`src/rtl/assert_macros.svh`:
```
// ----------------------------------------------------------------------------
// Assertion macros
// Concurrent assertion wrappers for the pad report decoder. Defining
// NO_ASSERTIONS leaves every use empty.
// ----------------------------------------------------------------------------
`ifndef ASSERT_MACROS_SVH
`define ASSERT_MACROS_SVH

`ifndef NO_ASSERTIONS

// Assertion on an explicit clock and active-low reset.
`define OPRD_ASSERT_CLK(lbl, clk, rst_n, prop, msg) \
  lbl: assert property (@(posedge clk) disable iff (!(rst_n)) (prop)) else $error(msg);

// Assertion on the block's own clock and reset.
`define OPRD_ASSERT(lbl, prop, msg) \
  `OPRD_ASSERT_CLK(lbl, clk_i, rst_ni, prop, msg)

`else

`define OPRD_ASSERT_CLK(lbl, clk, rst_n, prop, msg)
`define OPRD_ASSERT(lbl, prop, msg)

`endif

`endif

```
`src/rtl/oprd_pkg.sv`:
```
// ----------------------------------------------------------------------------
// Pad report decoder package
// Shared constants, word types and register codes.
// ----------------------------------------------------------------------------
package oprd_pkg;

  localparam int unsigned REPORT_BYTES = 8;
  localparam int unsigned POS_W        = $clog2(REPORT_BYTES);
  localparam int unsigned THR_W        = 3;
  localparam int unsigned BYTE_W       = 8;
  localparam int unsigned PARTIAL_W    = 6;
  localparam int unsigned IDX_W        = 3;

  localparam logic [THR_W-1:0]  THRESHOLD_RST = 3'd2;
  localparam logic [BYTE_W-1:0] HEADER_RST    = 8'h11;
  localparam logic [BYTE_W-1:0] ADJ_BIAS      = 8'h7f;
  localparam logic [1:0]        QUARTER_LAST  = 2'd3;

  localparam logic [POS_W-1:0] LAST_POS  = POS_W'(REPORT_BYTES - 1);
  localparam logic [POS_W-1:0] POS_ADD_A = POS_W'(2);
  localparam logic [POS_W-1:0] POS_ADD_B = POS_W'(4);
  localparam logic [POS_W-1:0] POS_SUB_A = POS_W'(3);
  localparam logic [POS_W-1:0] POS_SUB_B = POS_W'(5);
  localparam logic [IDX_W-1:0] LAST_IDX  = LAST_POS[IDX_W-1:0];

  typedef enum logic [0:0] {
    CFG_VOTE_THRESHOLD = 1'b0,
    CFG_HEADER_PATTERN = 1'b1
  } cfg_reg_e;

  typedef struct packed {
    logic [BYTE_W-1:0] sample_byte;
    logic              frame_start;
  } in_word_t;

  typedef struct packed {
    logic [BYTE_W-1:0] report_byte;
    logic [IDX_W-1:0]  byte_index;
    logic              last_byte;
    logic              frame_ok;
  } out_word_t;

endpackage

```
`src/rtl/oprd_pair_decode.sv`:
```
// ----------------------------------------------------------------------------
// Bit pair decoder
// Weighted 1-2-2-1 vote over each sample nibble against the threshold.
// ----------------------------------------------------------------------------
module oprd_pair_decode (
  input  logic [oprd_pkg::BYTE_W-1:0] sample_i,
  input  logic [oprd_pkg::THR_W-1:0]  thr_i,
  output logic [1:0]                  pair_o
);

  logic [2:0] sum_lo;
  logic [2:0] sum_hi;

  // outer samples weigh 1, middle ones 2; max sum 6
  assign sum_lo = 3'(sample_i[0]) + {1'b0, sample_i[1], 1'b0}
                + {1'b0, sample_i[2], 1'b0} + 3'(sample_i[3]);
  assign sum_hi = 3'(sample_i[4]) + {1'b0, sample_i[5], 1'b0}
                + {1'b0, sample_i[6], 1'b0} + 3'(sample_i[7]);

  assign pair_o = {sum_hi > thr_i, sum_lo > thr_i};

endmodule

```
`src/rtl/oprd_byte_builder.sv`:
```
// ----------------------------------------------------------------------------
// Report byte builder
// Collects four bit pairs per report byte, tracks position and header
// check, and applies the per-position offset.
// ----------------------------------------------------------------------------
module oprd_byte_builder (
  input  logic                        clk_i,
  input  logic                        rst_ni,
  input  logic                        step_i,
  input  oprd_pkg::in_word_t          word_i,
  input  logic [1:0]                  pair_i,
  input  logic [oprd_pkg::BYTE_W-1:0] hdr_i,
  output logic                        emit_o,
  output oprd_pkg::out_word_t         res_o
);

  logic [1:0]                           qc_q, qc_d, qc_eff;
  logic [oprd_pkg::POS_W-1:0]           pos_q, pos_d, pos_eff;
  logic [oprd_pkg::PARTIAL_W-1:0]       part_q, part_d, part_eff;
  logic                                 hm_q, hm_d, hm_eff;
  logic [oprd_pkg::BYTE_W-1:0]          raw;
  logic [oprd_pkg::BYTE_W-1:0]          adj;

  // frame start clears the byte state before this word is decoded
  always_comb begin
    if (word_i.frame_start) begin
      qc_eff   = '0;
      pos_eff  = '0;
      part_eff = '0;
      hm_eff   = (word_i.sample_byte == hdr_i);
    end else begin
      qc_eff   = qc_q;
      pos_eff  = pos_q;
      part_eff = part_q;
      hm_eff   = hm_q;
    end
  end

  assign emit_o = (qc_eff == oprd_pkg::QUARTER_LAST);
  assign raw    = {part_eff, pair_i};

  always_comb begin
    if (pos_eff == oprd_pkg::POS_ADD_A || pos_eff == oprd_pkg::POS_ADD_B) begin
      adj = raw + oprd_pkg::ADJ_BIAS;
    end else if (pos_eff == oprd_pkg::POS_SUB_A || pos_eff == oprd_pkg::POS_SUB_B) begin
      adj = oprd_pkg::ADJ_BIAS - raw;
    end else begin
      adj = raw;
    end
  end

  always_comb begin
    res_o.report_byte = adj;
    res_o.byte_index  = pos_eff[oprd_pkg::IDX_W-1:0];
    res_o.last_byte   = (pos_eff == oprd_pkg::LAST_POS);
    res_o.frame_ok    = hm_eff;
  end

  always_comb begin
    hm_d = hm_eff;
    if (emit_o) begin
      qc_d   = '0;
      part_d = '0;
      pos_d  = (pos_eff == oprd_pkg::LAST_POS) ? '0 : pos_eff + oprd_pkg::POS_W'(1);
    end else begin
      qc_d   = qc_eff + 2'd1;
      part_d = {part_eff[oprd_pkg::PARTIAL_W-3:0], pair_i};
      pos_d  = pos_eff;
    end
  end

  always_ff @(posedge clk_i or negedge rst_ni) begin
    if (!rst_ni) begin
      qc_q   <= '0;
      pos_q  <= '0;
      part_q <= '0;
      hm_q   <= 1'b0;
    end else if (step_i) begin
      qc_q   <= qc_d;
      pos_q  <= pos_d;
      part_q <= part_d;
      hm_q   <= hm_d;
    end
  end

endmodule

```
`src/rtl/oversampled_pad_report_decoder_core.sv`:
```
// ----------------------------------------------------------------------------
// Oversampled pad report decoder core
// Decodes raw sample bytes (two 4x oversampled line bits each) into
// adjusted report bytes, four sample words to one report word.
// ----------------------------------------------------------------------------
//  channel | direction | handshake            | payload
//  --------+-----------+----------------------+-------------------------
//  in      | input     | in_valid_i/in_ready_o | in_data_i (in_word_t)
//  out     | output    | out_valid_o/out_ready_i | out_data_o (out_word_t)
//  cfg     | input     | cfg_we_i              | cfg_idx_i, cfg_wdata_i
//
//  One sample word accepted per cycle unless stalled; a report word passes
//  the input and result registers once its fourth sample word is accepted.
//  Rate is set by the input register feeding the decode/build logic and
//  the result register behind it: each advances once per cycle unless stalled.
//  Reset clears both stage valids, the byte state and loads register
//  defaults (threshold 2, header 0x11).
//  A stalled output holds the result register; the input register then
//  fills and in_ready_o drops until the result is taken.
// ----------------------------------------------------------------------------
`include "assert_macros.svh"

module oversampled_pad_report_decoder_core (
  input  logic                        clk_i,
  input  logic                        rst_ni,
  // sample input
  input  logic                        in_valid_i,
  output logic                        in_ready_o,
  input  oprd_pkg::in_word_t          in_data_i,
  // report output
  output logic                        out_valid_o,
  input  logic                        out_ready_i,
  output oprd_pkg::out_word_t         out_data_o,
  // configuration
  input  logic                        cfg_we_i,
  input  oprd_pkg::cfg_reg_e          cfg_idx_i,
  input  logic [oprd_pkg::BYTE_W-1:0] cfg_wdata_i
);

  // configuration registers
  logic [oprd_pkg::THR_W-1:0]  thr_q;
  logic [oprd_pkg::BYTE_W-1:0] hdr_q;

  // input register
  logic                 s1_valid_q, s1_valid_d;
  oprd_pkg::in_word_t   s1_word_q;
  logic                 s1_adv;

  // result register
  logic                 out_valid_q, out_valid_d;
  oprd_pkg::out_word_t  out_word_q;

  logic                 emit;
  logic [1:0]           pair;
  oprd_pkg::out_word_t  res;

  always_ff @(posedge clk_i or negedge rst_ni) begin
    if (!rst_ni) begin
      thr_q <= oprd_pkg::THRESHOLD_RST;
      hdr_q <= oprd_pkg::HEADER_RST;
    end else if (cfg_we_i) begin
      unique case (cfg_idx_i)
        oprd_pkg::CFG_VOTE_THRESHOLD: thr_q <= cfg_wdata_i[oprd_pkg::THR_W-1:0];
        oprd_pkg::CFG_HEADER_PATTERN: hdr_q <= cfg_wdata_i;
        default: ;
      endcase
    end
  end

  // the held word moves on once the result register can take a word
  assign s1_adv     = s1_valid_q && (!out_valid_q || out_ready_i);
  assign in_ready_o = !s1_valid_q || s1_adv;

  always_comb begin
    s1_valid_d = s1_valid_q;
    if (in_ready_o) begin
      s1_valid_d = in_valid_i;
    end
  end

  always_ff @(posedge clk_i or negedge rst_ni) begin
    if (!rst_ni) begin
      s1_valid_q <= 1'b0;
    end else begin
      s1_valid_q <= s1_valid_d;
    end
  end

  always_ff @(posedge clk_i) begin
    if (in_valid_i && in_ready_o) begin
      s1_word_q <= in_data_i;
    end
  end

  oprd_pair_decode u_pair (
    .sample_i (s1_word_q.sample_byte),
    .thr_i    (thr_q),
    .pair_o   (pair)
  );

  oprd_byte_builder u_build (
    .clk_i  (clk_i),
    .rst_ni (rst_ni),
    .step_i (s1_adv),
    .word_i (s1_word_q),
    .pair_i (pair),
    .hdr_i  (hdr_q),
    .emit_o (emit),
    .res_o  (res)
  );

  // only the fourth sample word of a group loads a result
  always_comb begin
    out_valid_d = out_valid_q && !out_ready_i;
    if (s1_adv && emit) begin
      out_valid_d = 1'b1;
    end
  end

  always_ff @(posedge clk_i or negedge rst_ni) begin
    if (!rst_ni) begin
      out_valid_q <= 1'b0;
    end else begin
      out_valid_q <= out_valid_d;
    end
  end

  always_ff @(posedge clk_i) begin
    if (s1_adv && emit) begin
      out_word_q <= res;
    end
  end

  assign out_valid_o = out_valid_q;
  assign out_data_o  = out_word_q;

  // ready only drops behind a full input register and a stalled result
  `OPRD_ASSERT(a_ready_low_cause,
    !in_ready_o |-> (s1_valid_q && out_valid_q && !out_ready_i),
    "input stalled without a blocked result")

  // a held word that cannot move is still held next cycle
  `OPRD_ASSERT(a_s1_hold,
    (s1_valid_q && !s1_adv) |=> s1_valid_q,
    "input register dropped a word")

  // last word flag only at the final report position
  `OPRD_ASSERT(a_last_index,
    (out_valid_o && out_data_o.last_byte) |-> (out_data_o.byte_index == oprd_pkg::LAST_IDX),
    "last word flag at wrong position")

endmodule

```
`config.mk`:
```
export PLATFORM = sky130hd
export DESIGN_NAME = oversampled_pad_report_decoder_core
export DESIGN_NICKNAME = d
export VERILOG_FILES = /design/src/rtl/oprd_pkg.sv /design/src/rtl/oprd_pair_decode.sv /design/src/rtl/oprd_byte_builder.sv /design/src/rtl/oversampled_pad_report_decoder_core.sv
export VERILOG_INCLUDE_DIRS = /design/src /design/src/rtl
export SDC_FILE = /design/constraint.sdc
export NUM_CORES = 1
export LEC_CHECK = 0
export BUFFER_PORTS_ARGS = -buffer_cell sky130_fd_sc_hd__buf_4
export CAP_MARGIN = 15
export CORE_MARGIN = 3
export CORE_UTILIZATION = 30
export CTS_CLUSTER_DIAMETER = 100
export DETAILED_ROUTE_END_ITERATION = 8
export PLACE_DENSITY = 0.49
export SYNTH_ARGS = -nofsm -noshare
export SYNTH_HDL_FRONTEND = slang
export SYNTH_SLANG_ARGS = --single-unit
```
`constraint.sdc`:
```
create_clock -name clk_i -period 5.25 [get_ports clk_i]
set_clock_uncertainty 0.1 [all_clocks]
set_input_delay 0.2625 -clock clk_i [delete_from_list [all_inputs] [get_ports clk_i]]
set_output_delay 0.2625 -clock clk_i [all_outputs]
set_load 0.02 [all_outputs]
```
==> results of run 1 <==
## cell type report
type                            count  area share
Clock buffer                        6      0.0250
Clock inverter                      2     0.00431
Inverter                           16      0.0207
Multi-Input combinational cell    139       0.360
Sequential cell                    47       0.444
Tap cell                          102      0.0440
Timing Repair Buffer               39       0.102
## cell families after synthesis
family          count (synthesis)  share of synthesized area
simple gates                   59                      0.119
flops                          47                      0.533
compound gates                 35                     0.0920
buf+inv                        21                     0.0357
mux                            16                     0.0832
fa+ha+maj                      17                     0.0941
xor+xnor                       12                     0.0434
## metal layers
metal  track usage  vias up  wire length, microns
met4        0.0273        0                    25
met1         0.149      735                  2190
li1              -      806                     -
met5             0        -                     0
met2         0.188       35                  2250
met3        0.0266        2                   208
## cell usage after synthesis (all sizes together)
library cell	instances	area, sq um
xor2	9	78.8
a31o	1	8.76
o311ai	1	8.76
fa	2	40.0
nor2b	7	46.3
a31oi	1	6.26
mux2	10	116
o32a	1	10.0
dfstp	3	78.8
o22ai	2	12.5
xnor2	3	26.3
nand2b	3	18.8
edfxtp	22	661
nor2	10	37.5
inv	16	60.1
clkbuf	4	15.0
ha	15	188
nand3	6	30.0
and2	2	12.5
a21oi	6	33.8
a211oi	2	15.0
nor4	3	18.8
nand3b	1	7.51
buf	1	11.3
dfrtp	22	551
o21ai	16	83.8
nand2	20	75.1
a22o	4	35.0
nor3	3	15.0
and2b	1	7.51
a2bb2oi	1	8.76
mux2i	6	85.1
nand4	3	18.8
## power groups by stage
| stage | registers (W) | logic, W | clock network (W) |
|---|---|---|---|
| 3_5_place_dp | 0.000464 | 0.000171 | 0 |
| 4_1_cts | 0.000456 | 0.000172 | 0.000225 |
| 2_1_floorplan | 0.000452 | 0.000125 | 0 |
| 6_report | 0.000455 | 0.000168 | 0.000215 |
| 5_1_grt | 0.000461 | 0.000197 | 0.000241 |
| 3_3_place_gp | 0.000464 | 0.000168 | 0 |
## placed cells by master (no fill, tap or decap), types with 3 or more instances in the layout
master,synthesis,routed
inv_1,16,16
o21ai_0,13,13
nor3_1,3,3
buf_4,0,38
nor4_1,3,3
edfxtp_1,22,22
mux2_2,9,9
nand3_1,6,6
a22o_1,4,4
nor2b_1,6,6
nand2b_1,3,3
nand2_1,20,20
xnor2_1,3,3
a21oi_1,5,5
ha_1,15,15
nor2_1,10,10
dfrtp_1,22,22
mux2i_1,4,4
clkbuf_8,0,5
dfstp_2,3,3
nand4_1,3,3
xor2_1,9,9
## critical path: cells and delay by family (launching register included)
kind                       cells  cell delay (ps)
buffers and inverters          1               80
AOI/OAI and AO/OA              2              400
and+or+nand+nor                3              360
adders and majority gates      4             1170
DFF                            1              430
## worst paths after layout
kind	start	end	slack (ps)
worst min-delay path	in_data_i[3]	s1_word_q[3]	40
worst max register to register	s1_word_q[5]	out_data_o[9]	2480
min in group asynchronous	rst_ni	u_build.part_q[2]	300
worst max-delay path	s1_word_q[5]	out_data_o[9]	2480
max in group asynchronous	rst_ni	thr_q[1]	4450
worst min register to register	u_build.qc_q[1]	u_build.qc_q[1]	370
## what timing repair did
item                       CTS  global route
setup buffers                0             0
setup endpoints to repair    0             0
hold buffers                 1             0
hold endpoints to repair    22             0
## through the flow
stage | total power (W) | area [sq um]
finish | 0.000838 | 2900
global route | 0.000899 | 2900
CTS | 0.000853 | 2900
detailed placement | 0.000634 | 2810
global placement | 0.000631 | 2810
floorplan | 0.000577 | 2420
## state kept, by name, summed over array words and instances, names as in the netlist
signal / cells
s1_valid_q: 1
out_data_o: 13
hdr_q: 8
thr_q: 3
s1_word_q: 9
u_build.part_q: 6
out_valid_o: 1
u_build.hm_q: 1
u_build.qc_q: 2
u_build.pos_q: 3
==> impl_metrics.env, run 1 <==
export IMPL_timing_max_cap_violations=0
export IMPL_combPwrFrac=0.200
export IMPL_place_gp_congestion=0.711
export IMPL_power_density_nw_per_um2=289
export IMPL_hold_violations=0
export IMPL_grtUsageTotal=0.113
export IMPL_ioPinCount=38
export IMPL_max_freq_mhz=360
export IMPL_clock_sinks=47
export IMPL_slew_headroom=0.621
export IMPL_fillerInstances=800
export IMPL_cts_resized_gates=0
export IMPL_swShare=0.289
export IMPL_numCtsBuffers=5
export IMPL_grt_pass1_wl_microns=7980
export IMPL_clk_path_buf_depth=2
export IMPL_p_seq_frac=0.543
export IMPL_routed_wl_microns=4670
export IMPL_synth_distinct_cells=39
export IMPL_syn_to_final_growth_pct=19.9
export IMPL_syn_avg_cell_area_sq_um=11.7
export IMPL_wire_per_inst_microns=13.3
export IMPL_grt_max_degree=26
export IMPL_preCtsSetupSlack_ps=2470
export IMPL_switchingPower_w=0.000242
export IMPL_synth_nets=247
export IMPL_setup_violations_final=0
export IMPL_worstSetupEndpointType="flop"
export IMPL_layout_drive_gt1_share=0.257
export IMPL_cp_cell_sequence="ha_1 -> fa_1 -> ha_1 -> a211oi_1 -> nor2_1 -> inv_1 -> ha_1 -> nand2_1 -> nor3_1 -> o22ai_1"
export IMPL_power_leakage_nw=1.25
export IMPL_drt_iter0_drc=66
export IMPL_core_sq_um=7770
export IMPL_critPathLaunchType="flop"
export IMPL_drc=0
export IMPL_ys_warn_count=0
export IMPL_fin_ws_ps=2480
export IMPL_crit_required_ps=5200
export IMPL_vias=1578
export IMPL_synth_yosys_seq_area_share=0.533
export IMPL_multi_input_area_sq_um=1040
export IMPL_die_height_microns=95.8
export IMPL_slew_violations=0
export IMPL_layout_area_seq_sq_um=1290
export IMPL_clk_pin_slew_ps=90
export IMPL_status="complete, no violations"
export IMPL_dr_pass1_iters=4
export IMPL_whs_path_depth=1
export IMPL_synth_seq_cells=47
export IMPL_htree_levels=2
export IMPL_period_minus_slack_ps=2770
export IMPL_clkLatencyLatePin_ps=290
export IMPL_rows=32
export IMPL_worst_setup_path_type="reg2reg"
export IMPL_gr_total_overflow=0
export IMPL_n_antenna_cell=0
export IMPL_synth_area_sq_um=2420
export IMPL_initial_core_util=0.312
export IMPL_tns_ps=0
export IMPL_p_clk_frac=0.256
export IMPL_max_stage_delay_ps=440
export IMPL_arrival_ps=2730
export IMPL_vdd_ir_drop_max_v=0.000117
export IMPL_hpwl_microns=3550
export IMPL_hp_class="in2reg"
export IMPL_timing_final_crit_share=0.529
export IMPL_cp_max_fo=3
export IMPL_die_x_microns=95.8
export IMPL_num_nets_final=288
export IMPL_cts_tree="built"
export IMPL_cts_root_buf="clkbuf_8"
export IMPL_design_die_area_sq_um=9180
export IMPL_portBuffers=37
export IMPL_internal_power_w=0.000595
export IMPL_rsz0062_at_grt="no"
export IMPL_tightest_slew_ps=569
export IMPL_r2r_cells=10
export IMPL_critPathSlowestCell="fa_1"
export IMPL_whs_ps=37.7
export IMPL_drtAntennaViolNets=0
export IMPL_critPathMostFrequentCell="ha_1"
export IMPL_dp_cells=342
export IMPL_grt_pass1_vias=1624
export IMPL_postLayoutCoreUtil=0.374
export IMPL_antenna_found_initial=0
export IMPL_synth_cells=207
export IMPL_viasPerCell=4.50
export IMPL_instances_no_fill=351
No activity file was read; power rests on OpenSTA's default activity.
==> run 2: changes to the inputs <==
Settings changed: PLACE_DENSITY 0.49 to 0.5.
Clock period 5.25 ns to 2.5 ns, I/O delays scaled along.
==> impl_metrics.env, run 2 (same netlist as run 1, synthesis figures left out) <==
export IMPL_drt_iter0_drc=47
export IMPL_rows=32
export IMPL_fin_ws_ps=-71.2
export IMPL_n_antenna_cell=0
export IMPL_layout_common_cells="buf_4, dfrtp_1, edfxtp_1"
export IMPL_cts_root_buf="clkbuf_8"
export IMPL_r2r_start="s1_word_q[5]"
export IMPL_core_sq_um=7770
export IMPL_hpwl_microns=3570
export IMPL_gr_total_overflow=0
export IMPL_tightest_slew_ps=507
export IMPL_critPathMostFrequentCell="ha_4"
export IMPL_internal_power_w=0.00156
export IMPL_timing_max_cap_violations=0
export IMPL_clkLatencyLatePin_ps=290
export IMPL_place_gp_congestion=0.757
export IMPL_critPathLaunchType="flop"
export IMPL_hold_violations=0
export IMPL_crit_required_ps=2450
export IMPL_whs_path_depth=3
export IMPL_grt_max_degree=26
export IMPL_r2r_cells=10
export IMPL_dr_pass1_iters=3
export IMPL_die_height_microns=95.8
export IMPL_grtUsageTotal=0.115
export IMPL_instances_no_fill=381
export IMPL_drc=0
export IMPL_htree_levels=2
export IMPL_initial_core_util=0.312
export IMPL_portBuffers=37
export IMPL_period_minus_slack_ps=2570
export IMPL_timing_rr_end="out_data_o[11]"
export IMPL_numCtsBuffers=5
export IMPL_ioPinCount=38
export IMPL_min_to="out_valid_o"
export IMPL_setup_violations_final=3
export IMPL_wire_per_inst_microns=12.6
export IMPL_power_leakage_nw=1.42
export IMPL_p_seq_frac=0.447
export IMPL_clk_pin_slew_ps=90
export IMPL_layout_drive_gt1_share=0.337
export IMPL_viasPerCell=4.51
export IMPL_timing_final_crit_share=1.03
export IMPL_worst_setup_path_type="reg2reg"
export IMPL_final_common_cell="buf_4"
export IMPL_max_stage_delay_ps=520
export IMPL_path_buf_inv=1
export IMPL_slew_headroom=0.659
export IMPL_worstSetupEndpointType="flop"
export IMPL_largest_register_ff_count=13
export IMPL_grt_pass1_vias=1747
export IMPL_status="finished with violations"
export IMPL_cp_cell_sequence="ha_2 -> fa_1 -> ha_4 -> a211oi_4 -> nor2_2 -> inv_2 -> ha_4 -> nand4_1 -> a21oi_2 -> a31oi_1"
export IMPL_design_die_area_sq_um=9180
export IMPL_die_x_microns=95.8
export IMPL_swShare=0.268
export IMPL_combPwrFrac=0.244
export IMPL_rsz0062_at_grt="yes"
export IMPL_num_nets_final=318
export IMPL_preCtsSetupSlack_ps=-120
export IMPL_vdd_ir_drop_max_v=0.000321
export IMPL_vias=1718
export IMPL_syn_to_final_growth_pct=38.0
export IMPL_switchingPower_w=0.000572
export IMPL_violations="negative setup slack"
export IMPL_power_density_nw_per_um2=638
export IMPL_grt_pass1_wl_microns=8180
export IMPL_critPathSlowestCell="fa_1"
export IMPL_hp_class="in2reg"
export IMPL_cp_depth=10
export IMPL_min_delay_start="out_ready_i"
export IMPL_arrival_ps=2520
export IMPL_p_clk_frac=0.308
export IMPL_clk_path_buf_depth=2
export IMPL_clock_sinks=47
export IMPL_reg2reg_slack_ps=-70
export IMPL_max_freq_mhz=389
export IMPL_cts_tree="built"
export IMPL_cp_max_fo=3
export IMPL_dp_cells=353
export IMPL_path_delay_family="adder cells"
export IMPL_routed_wl_microns=4810
export IMPL_slew_violations=0
export IMPL_drtAntennaViolNets=0
export IMPL_antenna_found_initial=0
[run 2: area by class of cell]
type | count | area (sq um)
clock buffer | 6 | 72.6
clock inverter | 2 | 60.1
fill | 768 | 4430
inverter | 16 | 60.1
multi-input combinational | 139 | 1160
sequential | 47 | 1290
tap | 102 | 128
timing repair buffer | 69 | 566
[run 2: power by group through the flow]
stage / combinational (W) / sequential [W] / clock, W
finish: 0.000520 / 0.000953 / 0.000657
floorplan: 0.000275 / 0.000949 / 0
CTS: 0.000484 / 0.000951 / 0.000670
detailed placement: 0.000402 / 0.000966 / 0
global route: 0.000580 / 0.000963 / 0.000713
global placement: 0.000400 / 0.000966 / 0
[run 2: worst register-to-register path, stage by stage, from the launching register on]
cell,delay [ps]
edfxtp_1,420
ha_2,200
fa_1,520
ha_4,220
a211oi_4,280
nor2_2,80
inv_2,70
ha_4,140
nand4_1,100
a21oi_2,140
a31oi_1,50
[run 2: repair_timing]
action | in CTS | in global routing
pin swaps | 8 | 8
gates resized for setup | 9 | 9
hold buffers | 19 | 0
setup endpoints to repair | 7 | 7
buffers inserted | 1 | 0
hold endpoints to repair | 46 | 0
[run 2: per-stage QoR]
stage | cell area (sq um) | util | power (W) | hold WS (ps) | TNS [ps]
finish | 3340 | 0.430 | 0.00213 | 30.5 | -144
global route | 3340 | 0.430 | 0.00226 | 33.8 | -712
CTS | 3300 | 0.425 | 0.00211 | 24.5 | -341
detailed placement | 2910 | 0.374 | 0.00137 | -40.4 | -500
global placement | 2910 | 0.374 | 0.00137 | -36.3 | -243
floorplan | 2440 | - | 0.00122 | -271 | -2.08
[run 2: per-layer routing]
metal  vias up  routed length [microns]  GRT usage
met4         0                       68     0.0320
met1       807                     2180      0.141
met2        36                     2350      0.206
li1        868                        -          -
met5         -                        0          0
met3         7                      207     0.0235
[run 2: worst max-delay path by stage]
stage | start | endpoint | slack (ps)
6_report | s1_word_q[5] | out_data_o[11] | -70
5_1_grt | s1_word_q[4] | out_data_o[9] | -170
4_1_cts | s1_word_q[5] | out_data_o[11] | -110
3_5_place_dp | s1_word_q[4] | out_data_o[12] | -120
3_3_place_gp | s1_word_q[5] | out_data_o[11] | -90
2_1_floorplan | s1_word_q[4] | out_data_o[9] | -2
==> run 3: changes to the inputs <==
Settings changed: CELL_PAD_IN_SITES_DETAIL_PLACEMENT set to 0, CELL_PAD_IN_SITES_GLOBAL_PLACEMENT set to 2, PLACE_DENSITY 0.5 to 0.69.
==> impl_metrics.env, run 3 (same netlist as run 1, synthesis figures left out) <==
export IMPL_status="finished with violations"
export IMPL_violations="negative setup slack"
export IMPL_period_minus_slack_ps=2550
export IMPL_timing_final_crit_share=1.02
export IMPL_arrival_ps=2500
export IMPL_switchingPower_w=0.000567
export IMPL_fin_ws_ps=-53.5
export IMPL_fillerInstances=750
export IMPL_routed_wl_microns=5100
export IMPL_core_sq_um=7770
export IMPL_slew_violations=0
export IMPL_drt_iter0_drc=59
export IMPL_drtAntennaViolNets=0
export IMPL_critPathMostFrequentCell="ha_4"
export IMPL_syn_to_final_growth_pct=34.9
export IMPL_vias=1716
export IMPL_critPathLaunchType="flop"
export IMPL_max_freq_mhz=392
export IMPL_path_buf_inv=1
export IMPL_worst_setup_path_type="reg2reg"
export IMPL_gr_total_overflow=0
export IMPL_drc=0
export IMPL_tns_ps=-63.6
export IMPL_combPwrFrac=0.264
export IMPL_slew_headroom=0.638
export IMPL_num_nets_final=318
export IMPL_final_common_cell="buf_4"
export IMPL_grt_pass1_wl_microns=8560
export IMPL_cts_root_buf="clkbuf_8"
export IMPL_die_x_microns=95.8
export IMPL_design_die_area_sq_um=9180
export IMPL_worstSetupEndpointType="flop"
export IMPL_dp_cells=352
export IMPL_crit_required_ps=2440
export IMPL_path_delay_family="adder cells"
export IMPL_wire_per_inst_microns=13.4
export IMPL_clk_path_buf_depth=2
export IMPL_htree_levels=2
export IMPL_hpwl_microns=3730
export IMPL_whs_ps=11.9
export IMPL_viasPerCell=4.50
export IMPL_postLayoutCoreUtil=0.420
export IMPL_n_antenna_cell=0
export IMPL_clkLatencyLatePin_ps=300
export IMPL_max_stage_delay_ps=520
export IMPL_cts_tree="built"
export IMPL_power_density_nw_per_um2=583
export IMPL_clk_pin_slew_ps=90
export IMPL_layout_drive_gt1_share=0.326
export IMPL_rows=32
export IMPL_rsz0062_at_grt="yes"
export IMPL_swShare=0.297
export IMPL_reg2reg_slack_ps=-50
export IMPL_p_seq_frac=0.501
export IMPL_numCtsBuffers=5
export IMPL_setup_violations_final=2
export IMPL_internal_power_w=0.00134
export IMPL_dr_pass1_iters=4
export IMPL_grt_pass1_vias=1729
export IMPL_grt_max_degree=26
export IMPL_grtUsageTotal=0.123
export IMPL_critPathSlowestCell="fa_1"
export IMPL_cp_max_fo=3
export IMPL_tightest_slew_ps=541
export IMPL_place_gp_congestion=0.794
export IMPL_instances_no_fill=381
export IMPL_clock_sinks=47
export IMPL_die_height_microns=95.8
export IMPL_p_clk_frac=0.236
export IMPL_portBuffers=37
export IMPL_vdd_ir_drop_max_v=0.000191
export IMPL_hp_class="in2reg"
export IMPL_antenna_found_initial=0
export IMPL_hold_violations=0
export IMPL_layout_common_cells="buf_4, dfrtp_1, edfxtp_1"
export IMPL_cp_cell_sequence="ha_2 -> fa_1 -> ha_4 -> a211oi_4 -> nor2_2 -> inv_2 -> ha_4 -> nand4_1 -> a21oi_1 -> a31oi_1"
export IMPL_largest_register_ff_count=13
export IMPL_ioPinCount=38
export IMPL_timing_max_cap_violations=0
export IMPL_power_leakage_nw=1.40
export IMPL_initial_core_util=0.312
run 3: changes by cell type in the layout (fill, tap and decap cells not counted), sizes merged:
cell	delta
buf	-1
bufinv	-2
clkbuf	-1
clkinv	+3
dlygate4sd3	+1
run 3: worst paths after layout:
check                                 from           endpoint  cells after the start
max                           s1_word_q[8]     out_data_o[11]                     10
min                            out_ready_i        out_valid_o                      3
max reg2reg                   s1_word_q[8]     out_data_o[11]                     10
min reg2reg                u_build.qc_q[1]    u_build.qc_q[1]                      2
max in group asynchronous           rst_ni           hdr_q[0]                      2
min in group asynchronous           rst_ni  u_build.part_q[5]                      2
run 3: final cells by class:
| type | count | area, sq um | share of cell area |
|---|---|---|---|
| sequential | 47 | 1290 | 0.395 |
| multi-input combinational | 139 | 1140 | 0.348 |
| timing repair buffer | 69 | 568 | 0.174 |
| tap | 102 | 128 | 0.0391 |
| clock buffer | 5 | 68.8 | 0.0211 |
| inverter | 16 | 60.1 | 0.0184 |
| clock inverter | 3 | 15.0 | 0.00460 |
run 3: stage by stage:
| stage | total power [W] | setup slack [ps] | cell area, sq um |
|---|---|---|---|
| 6_report | 0.00191 | -53.5 | 3270 |
| 2_1_floorplan | 0.00122 | -2.08 | 2440 |
| 3_3_place_gp | 0.00137 | -114 | 2900 |
| 4_1_cts | 0.00188 | -143 | 3220 |
| 5_1_grt | 0.00203 | -145 | 3270 |
| 3_5_place_dp | 0.00138 | -148 | 2900 |
run 3: tightest hold or removal path, delay by kind of cell:
| family | cells | cell delay (ps) |
|---|---|---|
| and+or+nand+nor | 2 | 170 |
| buffers and inverters | 1 | 80 |
run 3: what timing repair did:
item | CTS | global route
gates cloned | 0 | 0
buffers inserted | 2 | 1
resized for setup | 3 | 10
hold endpoints to repair | 46 | 0
pin swaps | 3 | 6
endpoints found under the setup margin | 7 | 7
hold buffers | 20 | 0
run 3: layer usage:
| layer | global-route usage | part of all wire |
|---|---|---|
| met1 | 0.165 | 0.47 |
| met2 | 0.198 | 0.48 |
| met3 | 0.0258 | 0.034 |
| met4 | 0.0427 | 0.016 |
| met5 | 0 | 0 |
run 3: power groups by stage:
stage	sequential, W	clock [W]	combinational (W)
5_1_grt	0.000965	0.000504	0.000558
4_1_cts	0.000955	0.000469	0.000457
6_report	0.000954	0.000449	0.000502
2_1_floorplan	0.000949	0	0.000275
3_3_place_gp	0.000969	0	0.000406
3_5_place_dp	0.000970	0	0.000408
